File: config.mk
export PLATFORM = sky130hd
export DESIGN_NAME = rx_fifo_line_assembler
export DESIGN_NICKNAME = d
export VERILOG_FILES = /design/src/hw/rtl/rfla_pkg.sv /design/src/hw/rtl/rfla_ram.sv /design/src/hw/rtl/rfla_ctrl.sv /design/src/hw/rtl/rfla_dp.sv /design/src/hw/rtl/rx_fifo_line_assembler.sv
export SDC_FILE = /design/constraint.sdc
export NUM_CORES = 2
export LEC_CHECK = 0
export ABC_AREA = 0
export CORE_ASPECT_RATIO = 1.75
export CORE_MARGIN = 3
export CORE_UTILIZATION = 54
export CTS_CLUSTER_DIAMETER = 150
export DETAILED_ROUTE_END_ITERATION = 7
export DONT_BUFFER_PORTS = 1
export PLACE_DENSITY = 0.69
export SETUP_SLACK_MARGIN = 0.3
export SYNTH_ARGS = -nofsm -noshare
export SYNTH_HDL_FRONTEND = slang
export SYNTH_SLANG_ARGS = --single-unit
File: constraint.sdc
create_clock -name clk -period 25.3 [get_ports clk]
set_clock_uncertainty 0.15 [all_clocks]
set_input_delay 2.53 -clock clk [delete_from_list [all_inputs] [get_ports clk]]
set_output_delay 2.53 -clock clk [all_outputs]
set_load 0.01 [all_outputs]
File: src/hw/rtl/rfla_pkg.sv
`timescale 1ns / 1ps

package rfla_pkg;

  localparam int RING_DEPTH_DEF = 256;
  localparam int LINE_BUF_DEF   = 256;
  localparam int MAX_RESULTS    = 32;

  localparam int BYTE_W      = 8;
  localparam int LIMIT_W     = 13;
  localparam int LINE_LEN_W  = 9;
  localparam int DROP_W      = 32;
  localparam int WORD_W      = 64;
  localparam int WBYTES_W    = 4;
  localparam int OUT_PAYLOAD_W = WORD_W + WBYTES_W + LINE_LEN_W + DROP_W;
  localparam int OUT_TDATA_W   = ((OUT_PAYLOAD_W + 7) / 8) * 8;

  localparam logic [LIMIT_W-1:0] LIMIT_RESET  = LIMIT_W'(256);
  localparam logic [BYTE_W-1:0]  NEWLINE_CHAR = 8'h0A;

  // command codes carried on the input tuser bit
  localparam logic CMD_RX      = 1'b0;
  localparam logic CMD_SERVICE = 1'b1;

  typedef enum logic [4:0] {
    ST_IDLE    = 5'b00001,
    ST_DRAIN   = 5'b00010,
    ST_EMIT_RD = 5'b00100,
    ST_EMIT_LD = 5'b01000,
    ST_NOLINE  = 5'b10000
  } state_t;

  typedef struct packed {
    logic push_byte;
    logic consume;
    logic begin_line;
    logic load_word;
    logic load_noline;
    logic next_word;
  } dp_cmd_t;

  typedef struct packed {
    logic ring_empty;
    logic line_done;
    logic word_last;
    logic out_free;
  } dp_sts_t;

endpackage

File: src/hw/rtl/rfla_ram.sv
`timescale 1ns / 1ps

module rfla_ram #(
  parameter int WIDTH = 8,
  parameter int DEPTH = 256
) (
  input  logic                     clk,
  input  logic                     we,
  input  logic [$clog2(DEPTH)-1:0] waddr,
  input  logic [WIDTH-1:0]         wdata,
  input  logic [$clog2(DEPTH)-1:0] raddr,
  output logic [WIDTH-1:0]         rdata
);

  logic [WIDTH-1:0] mem [DEPTH];

  always_ff @(posedge clk) begin
    if (we) begin
      mem[waddr] <= wdata;
    end
    rdata <= mem[raddr];
  end

endmodule

File: src/hw/rtl/rfla_ctrl.sv
`timescale 1ns / 1ps

module rfla_ctrl import rfla_pkg::*; (
  input  logic    clk,
  input  logic    rst,
  input  logic    s_axis_tvalid,
  output logic    s_axis_tready,
  input  logic    s_axis_tuser,
  input  dp_sts_t sts,
  output dp_cmd_t ctl
);

  state_t state, state_next;

  always_ff @(posedge clk) begin
    if (rst) begin
      state <= ST_IDLE;
    end else begin
      state <= state_next;
    end
  end

  always_comb begin
    state_next    = state;
    ctl           = '0;
    s_axis_tready = 1'b0;
    unique case (state)
      ST_IDLE: begin
        s_axis_tready = 1'b1;
        if (s_axis_tvalid) begin
          if (s_axis_tuser == CMD_SERVICE) begin
            state_next = ST_DRAIN;
          end else begin
            ctl.push_byte = 1'b1;
          end
        end
      end
      ST_DRAIN: begin
        if (sts.ring_empty) begin
          state_next = ST_NOLINE;
        end else begin
          ctl.consume = 1'b1;
          if (sts.line_done) begin
            ctl.begin_line = 1'b1;
            state_next     = ST_EMIT_RD;
          end
        end
      end
      // line store read is registered
      ST_EMIT_RD: begin
        state_next = ST_EMIT_LD;
      end
      ST_EMIT_LD: begin
        if (sts.out_free) begin
          ctl.load_word = 1'b1;
          if (sts.word_last) begin
            state_next = ST_IDLE;
          end else begin
            ctl.next_word = 1'b1;
            state_next    = ST_EMIT_RD;
          end
        end
      end
      ST_NOLINE: begin
        if (sts.out_free) begin
          ctl.load_noline = 1'b1;
          state_next      = ST_IDLE;
        end
      end
      default: begin
        state_next = ST_IDLE;
      end
    endcase
  end

endmodule

File: src/hw/rtl/rfla_dp.sv
`timescale 1ns / 1ps

module rfla_dp import rfla_pkg::*; #(
  parameter int RING_DEPTH = RING_DEPTH_DEF,
  parameter int LINE_BUF   = LINE_BUF_DEF
) (
  input  logic                   clk,
  input  logic                   rst,
  input  logic [BYTE_W-1:0]      in_byte,
  input  dp_cmd_t                ctl,
  output dp_sts_t                sts,
  input  logic                   accept_limit_we,
  input  logic [LIMIT_W-1:0]     accept_limit_wdata,
  output logic                   m_axis_tvalid,
  input  logic                   m_axis_tready,
  output logic [OUT_TDATA_W-1:0] m_axis_tdata,
  output logic                   m_axis_tuser,
  output logic                   m_axis_tlast
);

  localparam int RING_AW = $clog2(RING_DEPTH);
  localparam int FILL_W  = $clog2(LINE_BUF);
  localparam int ROWS    = (LINE_BUF + 7) / 8;
  localparam int ROW_AW  = $clog2(ROWS);
  localparam int WORDS_W = ROW_AW + 1;

  logic [RING_AW-1:0]    write_pos, read_pos, wp_inc, rp_inc, ring_raddr;
  logic [DROP_W-1:0]     dropped_count;
  logic [FILL_W-1:0]     fill_count;
  logic                  discarding;
  logic [LIMIT_W-1:0]    accept_limit;
  logic [WORD_W-1:0]     asm_word, merged_word;
  logic [FILL_W-1:0]     line_n;
  logic [WORDS_W-1:0]    line_words, words_clamped;
  logic [FILL_W:0]       words_raw;
  logic [ROW_AW-1:0]     word_idx;
  logic [BYTE_W-1:0]     ring_rdata;
  logic [WORD_W-1:0]     line_rdata, masked_word;
  logic                  ring_full, ring_we, line_we, is_nl, fill_at_end;
  logic [FILL_W-1:0]     remain;
  logic [WBYTES_W-1:0]   word_cnt;

  logic [WORD_W-1:0]     out_word;
  logic [WBYTES_W-1:0]   out_bytes;
  logic [LINE_LEN_W-1:0] out_len;
  logic [DROP_W-1:0]     out_drop;
  logic                  out_last, out_nl;

  // ring pointers wrap at any depth, not only powers of two
  assign wp_inc = (write_pos == RING_AW'(RING_DEPTH - 1)) ? '0 : write_pos + 1'b1;
  assign rp_inc = (read_pos == RING_AW'(RING_DEPTH - 1)) ? '0 : read_pos + 1'b1;

  assign ring_full  = (wp_inc == read_pos);
  assign ring_we    = ctl.push_byte && !ring_full;
  // read ahead so the next byte is ready on the cycle after a consume
  assign ring_raddr = ctl.consume ? rp_inc : read_pos;

  rfla_ram #(
    .WIDTH (BYTE_W),
    .DEPTH (RING_DEPTH)
  ) u_ring (
    .clk   (clk),
    .we    (ring_we),
    .waddr (write_pos),
    .wdata (in_byte),
    .raddr (ring_raddr),
    .rdata (ring_rdata)
  );

  assign is_nl       = (ring_rdata == NEWLINE_CHAR);
  assign fill_at_end = (fill_count == FILL_W'(LINE_BUF - 1));
  assign line_we     = ctl.consume && !is_nl && !discarding && !fill_at_end;

  // line store holds whole 8-byte rows; the current row is kept in asm_word
  always_comb begin
    for (int i = 0; i < 8; i++) begin
      merged_word[i*8 +: 8] = (3'(i) == fill_count[2:0]) ? ring_rdata : asm_word[i*8 +: 8];
    end
  end

  rfla_ram #(
    .WIDTH (WORD_W),
    .DEPTH (ROWS)
  ) u_line (
    .clk   (clk),
    .we    (line_we),
    .waddr (ROW_AW'(fill_count >> 3)),
    .wdata (merged_word),
    .raddr (word_idx),
    .rdata (line_rdata)
  );

  always_comb begin
    words_raw = ({1'b0, fill_count} + (FILL_W + 1)'(7)) >> 3;
    if (32'(words_raw) > MAX_RESULTS) begin
      words_clamped = WORDS_W'(MAX_RESULTS);
    end else begin
      words_clamped = WORDS_W'(words_raw);
    end
  end

  always_comb begin
    remain   = line_n - FILL_W'({word_idx, 3'b000});
    word_cnt = (remain >= FILL_W'(8)) ? WBYTES_W'(8) : WBYTES_W'(remain);
    for (int i = 0; i < 8; i++) begin
      masked_word[i*8 +: 8] = (WBYTES_W'(i) < word_cnt) ? line_rdata[i*8 +: 8] : 8'h00;
    end
  end

  assign sts.ring_empty = (read_pos == write_pos);
  assign sts.line_done  = is_nl && !discarding && (fill_count != '0) &&
                          (LIMIT_W'(fill_count) < accept_limit);
  assign sts.word_last  = ((WORDS_W'(word_idx) + WORDS_W'(1)) == line_words);
  assign sts.out_free   = !m_axis_tvalid || m_axis_tready;

  always_ff @(posedge clk) begin
    if (rst) begin
      write_pos     <= '0;
      read_pos      <= '0;
      dropped_count <= '0;
      fill_count    <= '0;
      discarding    <= 1'b0;
      accept_limit  <= LIMIT_RESET;
      m_axis_tvalid <= 1'b0;
    end else begin
      if (accept_limit_we) begin
        accept_limit <= accept_limit_wdata;
      end
      if (ctl.push_byte) begin
        if (ring_full) begin
          dropped_count <= dropped_count + 1'b1;
        end else begin
          write_pos <= wp_inc;
        end
      end
      if (ctl.consume) begin
        read_pos <= rp_inc;
        if (is_nl) begin
          fill_count <= '0;
          discarding <= 1'b0;
        end else if (!discarding) begin
          if (fill_at_end) begin
            discarding <= 1'b1;
            fill_count <= '0;
          end else begin
            fill_count <= fill_count + 1'b1;
          end
        end
      end
      if (ctl.load_word || ctl.load_noline) begin
        m_axis_tvalid <= 1'b1;
      end else if (m_axis_tready) begin
        m_axis_tvalid <= 1'b0;
      end
    end
  end

  always_ff @(posedge clk) begin
    if (line_we) begin
      asm_word <= merged_word;
    end
    if (ctl.begin_line) begin
      line_n     <= fill_count;
      line_words <= words_clamped;
      word_idx   <= '0;
    end
    if (ctl.next_word) begin
      word_idx <= word_idx + 1'b1;
    end
    if (ctl.load_word) begin
      out_word  <= masked_word;
      out_bytes <= word_cnt;
      out_len   <= LINE_LEN_W'(line_n);
      out_drop  <= dropped_count;
      out_last  <= sts.word_last;
      out_nl    <= 1'b0;
    end else if (ctl.load_noline) begin
      out_word  <= '0;
      out_bytes <= '0;
      out_len   <= '0;
      out_drop  <= dropped_count;
      out_last  <= 1'b1;
      out_nl    <= 1'b1;
    end
  end

  assign m_axis_tdata = {(OUT_TDATA_W - OUT_PAYLOAD_W)'(0), out_drop, out_len, out_bytes, out_word};
  assign m_axis_tuser = out_nl;
  assign m_axis_tlast = out_last;

endmodule

File: src/hw/rtl/rx_fifo_line_assembler.sv
// receive request: next request accepted on the following cycle
// service request: ring bytes drained in turn until a line ends (line store written
//   as it goes), then for each emitted word a row read and a load into the output
//   register, or a check that spots an empty ring and a load of the no-line result;
//   slower if the sink stalls
// reset (rst, synchronous): ring empty, overrun count zero, limit 256, output idle;
//   ring and line stores are not cleared
`timescale 1ns / 1ps

module rx_fifo_line_assembler import rfla_pkg::*; #(
  parameter int RING_DEPTH = RING_DEPTH_DEF,
  parameter int LINE_BUF   = LINE_BUF_DEF
) (
  input  logic                   clk,
  input  logic                   rst,
  input  logic                   s_axis_tvalid,
  output logic                   s_axis_tready,
  input  logic [BYTE_W-1:0]      s_axis_tdata,        // [7:0] rx_byte
  input  logic                   s_axis_tuser,        // [0] cmd
  output logic                   m_axis_tvalid,
  input  logic                   m_axis_tready,
  // [63:0] line_word, [67:64] word_bytes, [76:68] line_length,
  // [108:77] overrun_total, rest zero
  output logic [OUT_TDATA_W-1:0] m_axis_tdata,
  output logic                   m_axis_tuser,        // [0] no_line
  output logic                   m_axis_tlast,        // last_word
  input  logic                   accept_limit_we,
  input  logic [LIMIT_W-1:0]     accept_limit_wdata
);

  dp_cmd_t ctl;
  dp_sts_t sts;

  rfla_ctrl u_ctrl (
    .clk           (clk),
    .rst           (rst),
    .s_axis_tvalid (s_axis_tvalid),
    .s_axis_tready (s_axis_tready),
    .s_axis_tuser  (s_axis_tuser),
    .sts           (sts),
    .ctl           (ctl)
  );

  rfla_dp #(
    .RING_DEPTH (RING_DEPTH),
    .LINE_BUF   (LINE_BUF)
  ) u_dp (
    .clk                (clk),
    .rst                (rst),
    .in_byte            (s_axis_tdata),
    .ctl                (ctl),
    .sts                (sts),
    .accept_limit_we    (accept_limit_we),
    .accept_limit_wdata (accept_limit_wdata),
    .m_axis_tvalid      (m_axis_tvalid),
    .m_axis_tready      (m_axis_tready),
    .m_axis_tdata       (m_axis_tdata),
    .m_axis_tuser       (m_axis_tuser),
    .m_axis_tlast       (m_axis_tlast)
  );

endmodule

==> run metrics <==
status=finished, final reports clean; crit share post-route=28.7%; area grow syn2layout=10.1%; Hold Crit Start=u_dp.dropped_count[31]$_SDFFE_PP0P_; FF+latch area=132000 sq um; post_cts resized=0; Pleak=0.0608 uW; share of cells above drive strength 1=16.7%; Fin. Hold Viols=0; CP max stage cell=o21ai_2; clock slew at reported path FFs=70 ps; CP delay by family, top=buffers and inverters; drt first-iter violations=10927; Crit Reg-Reg Startpoint=u_dp.read_pos[0]$_SDFF_PP0_; min Tclk post-route=7250 ps; Final GP Congestion=0.879; Synth Instances=9345; post-placement cell area=175000 sq um; die area=324000 sq um; clock latency on the worst-skew pair=970 ps; Max transition margin=10.2%; Yosys cell types=77; die height=751 um; IO Port Bufs=0; Seq/Total Area, Yosys=77.0%; Synth area leader=edfxtp_1; top area cells in the synthesized netlist=edfxtp_1 75%, mux4_2 9.3%, nand2_1 2.7%, mux2i_1 2.1%, dfxtp_1 1.7%; crit end category=flop; core area=314000 sq um; first-pass GRT wire length=626000 um; flop-to-flop setup slack=18050 ps; Hold WC Path Type=flop to flop; critical path type=flop to flop; Final Setup Violations=0; antenna violations before repair=11; WHS Endpoint=u_dp.out_drop[31]$_DFFE_PP_; reg2reg end=u_dp.u_ring.rdata[0]$_DFF_P_; DRC viols=0; Arr. time, crit path=7910 ps; EDFF count, synth=4288; WL per Instance=31.5 um; via count=88352; Power Dens Cells=76.7 nW/um^2; largest net degree at the start of global routing=257; Top Ports=143; drt pass-1 iters=7; fillers=22370; share of the synthesized area in the top cell type=75.3%; Largest stage delay, worst path=870 ps; Cell Count Post-Placement=13096; via/cell ratio=6.39; CTS Buf Count=385; CTS root buffer=clkbuf_16; maximum clock frequency=138 MHz; Post-synth ARST share=0%; Setup crit start kind=flop; CTS tree=yes; RSZ-0062 raised after global routing=false; Post-synth top cells=4288 x edfxtp_1, 1239 x nand2_1, 704 x mux4_2, 521 x nor2_1, 362 x mux2i_1; design area=188000 sq um; Avg Inst Size Synth=18.3 sq um; Horiz. Die Dim=431 um; dominant synthesized flop cell=edfxtp_1; DRT antenna net count=0; hold_buf cts=0; Slew Limit Fails=0; critical-path cell list=xnor2_1, nand4_1, o21ai_2, o21ai_2, nand2_8, buf_4, buf_4, buf_4, mux2i_1, a22oi_1, nand4_1, nand4_1, or3_1, a311o_1; final non-filler cell total=13819; most instantiated library cell after synthesis=edfxtp_1; Max Cap Viol=0; Core Util, Final=59.9%; Setup TNS=0 ps; area of the multi-input gates=36900 sq um; synthesized flop and latch total=4437; Num Clock Sinks=4437; htree depth=5; site row count=272; worst-path maximum fanout=120; CP Buf/Inv Count=3; post-CTS setup buffers=0; CP required=25950 ps; Worst Reg-to-Reg Cells=14; overflow left after global routing=0; Ys Warns=0; WL final=435000 um; number of global-route vias before repair=89849; synthesized area=171000 sq um; Hold Path Cell Cnt=0; total track usage=26.7%; worst IR drop on VDD=0.0000602 V; Initial Util=54.4%; NumNets Final=9425; Max Root-Sink Buffers=4; post-detail-place hpwl=245000 um; Least-Margin Pin Slew=1340 ps; Pwr Total=14500 uW
==> stage by stage <==
step,hold slack [ps],setup slack [ps]
finish,326,18050
global route,348,17740
CTS,324,18140
detailed placement,293,18190
global placement,281,18280
floorplan,267,16840
==> worst max path at each step <==
| stage | from | to | slack (ps) | depth (start not counted) |
|---|---|---|---|---|
| floorplan | m_axis_tready | u_dp.m_axis_tlast$_SDFFCE_PN1P_ | 16840 | 3 |
| global route | u_dp.read_pos[2]$_SDFF_PP0_ | u_dp.u_ring.rdata[0]$_DFF_P_ | 17740 | 14 |
| CTS | u_dp.read_pos[2]$_SDFF_PP0_ | u_dp.u_ring.rdata[0]$_DFF_P_ | 18140 | 14 |
| detailed placement | u_dp.read_pos[2]$_SDFF_PP0_ | u_dp.u_ring.rdata[0]$_DFF_P_ | 18190 | 14 |
| finish | u_dp.read_pos[0]$_SDFF_PP0_ | u_dp.u_ring.rdata[0]$_DFF_P_ | 18050 | 14 |
| global placement | u_dp.read_pos[2]$_SDFF_PP0_ | u_dp.u_ring.rdata[0]$_DFF_P_ | 18280 | 14 |
==> per-layer routing <==
metal	track usage, %	vias up	routed length, um
met5	0	-	27
met4	14.5	4	27000
met3	3.64	1028	29200
met2	47.4	4141	231000
li1	-	37066	-
met1	31.4	46113	148000
==> sequential cells by signal, indices dropped and copies added (netlist names), 4 cells and up <==
register / cells
u_dp.u_line.mem: 2048
u_dp.write_pos: 8
u_dp.asm_word: 64
u_dp.dropped_count: 32
u_dp.u_ring.rdata: 8
u_dp.out_len: 8
u_dp.accept_limit: 13
u_dp.out_drop: 32
u_dp.out_word: 64
u_dp.u_line.rdata: 64
u_dp.fill_count: 8
u_dp.line_words: 6
u_dp.read_pos: 8
u_dp.word_idx: 5
u_dp.u_ring.mem: 2048
u_dp.line_n: 8
u_dp.out_bytes: 4
u_ctrl.state: 5
==> area by class of cell <==
| cell class | count | share of cell area (%) |
|---|---|---|
| well taps | 4110 | 2.73 |
| repair buffers | 176 | 0.757 |
| clock inverters | 237 | 1.42 |
| flip-flops and latches | 4437 | 70.0 |
| multi-input cells | 4342 | 19.6 |
| diodes | 15 | 0.0199 |
| inverters | 31 | 0.0644 |
| clock buffers | 471 | 5.47 |
==> cell families after synthesis <==
family	count (synthesis)	synth area share, %
AOI/OAI and AO/OA	670	2.79
DFF	4437	77.0
and+or+nand+nor	2437	6.11
xor gates and xnor gates	62	0.322
buffers and inverters	569	1.66
other	1	0.00219
muxes	1144	11.9
adders and majority gates	25	0.187
==> power breakdown <==
part	total, uW	switching (uW)	leakage [uW]	internal (uW)
registers	8080	20.7	0.0398	8060
logic	285	218	0.0146	67.3
clock network	6090	2630	0.00636	3450
total	14500	2870	0.0608	11600
==> placed cells by master (no fill, tap or decap), types with 26 or more instances in the layout <==
cell type,netlist,final
and2_1,38,38
mux2i_1,362,361
clkbuf_16,0,396
nand4_1,126,126
xnor2_1,39,39
nand2_1,1239,1239
buf_4,49,167
nand3_1,347,346
a31oi_1,170,170
mux4_2,704,704
o21ai_0,103,98
edfxtp_1,4288,4288
clkinv_1,1,64
mux2_2,77,77
a22oi_1,46,46
and3_1,43,43
a32oi_1,121,121
nor2b_1,42,40
clkinv_2,0,75
nor2_4,0,34
a222oi_1,35,35
nor2_1,521,484
clkbuf_1,233,63
bufinv_16,0,53
inv_1,30,30
o221ai_1,26,26
dfxtp_1,149,146
a21oi_1,69,69
(Power assumes the default switching activity.)
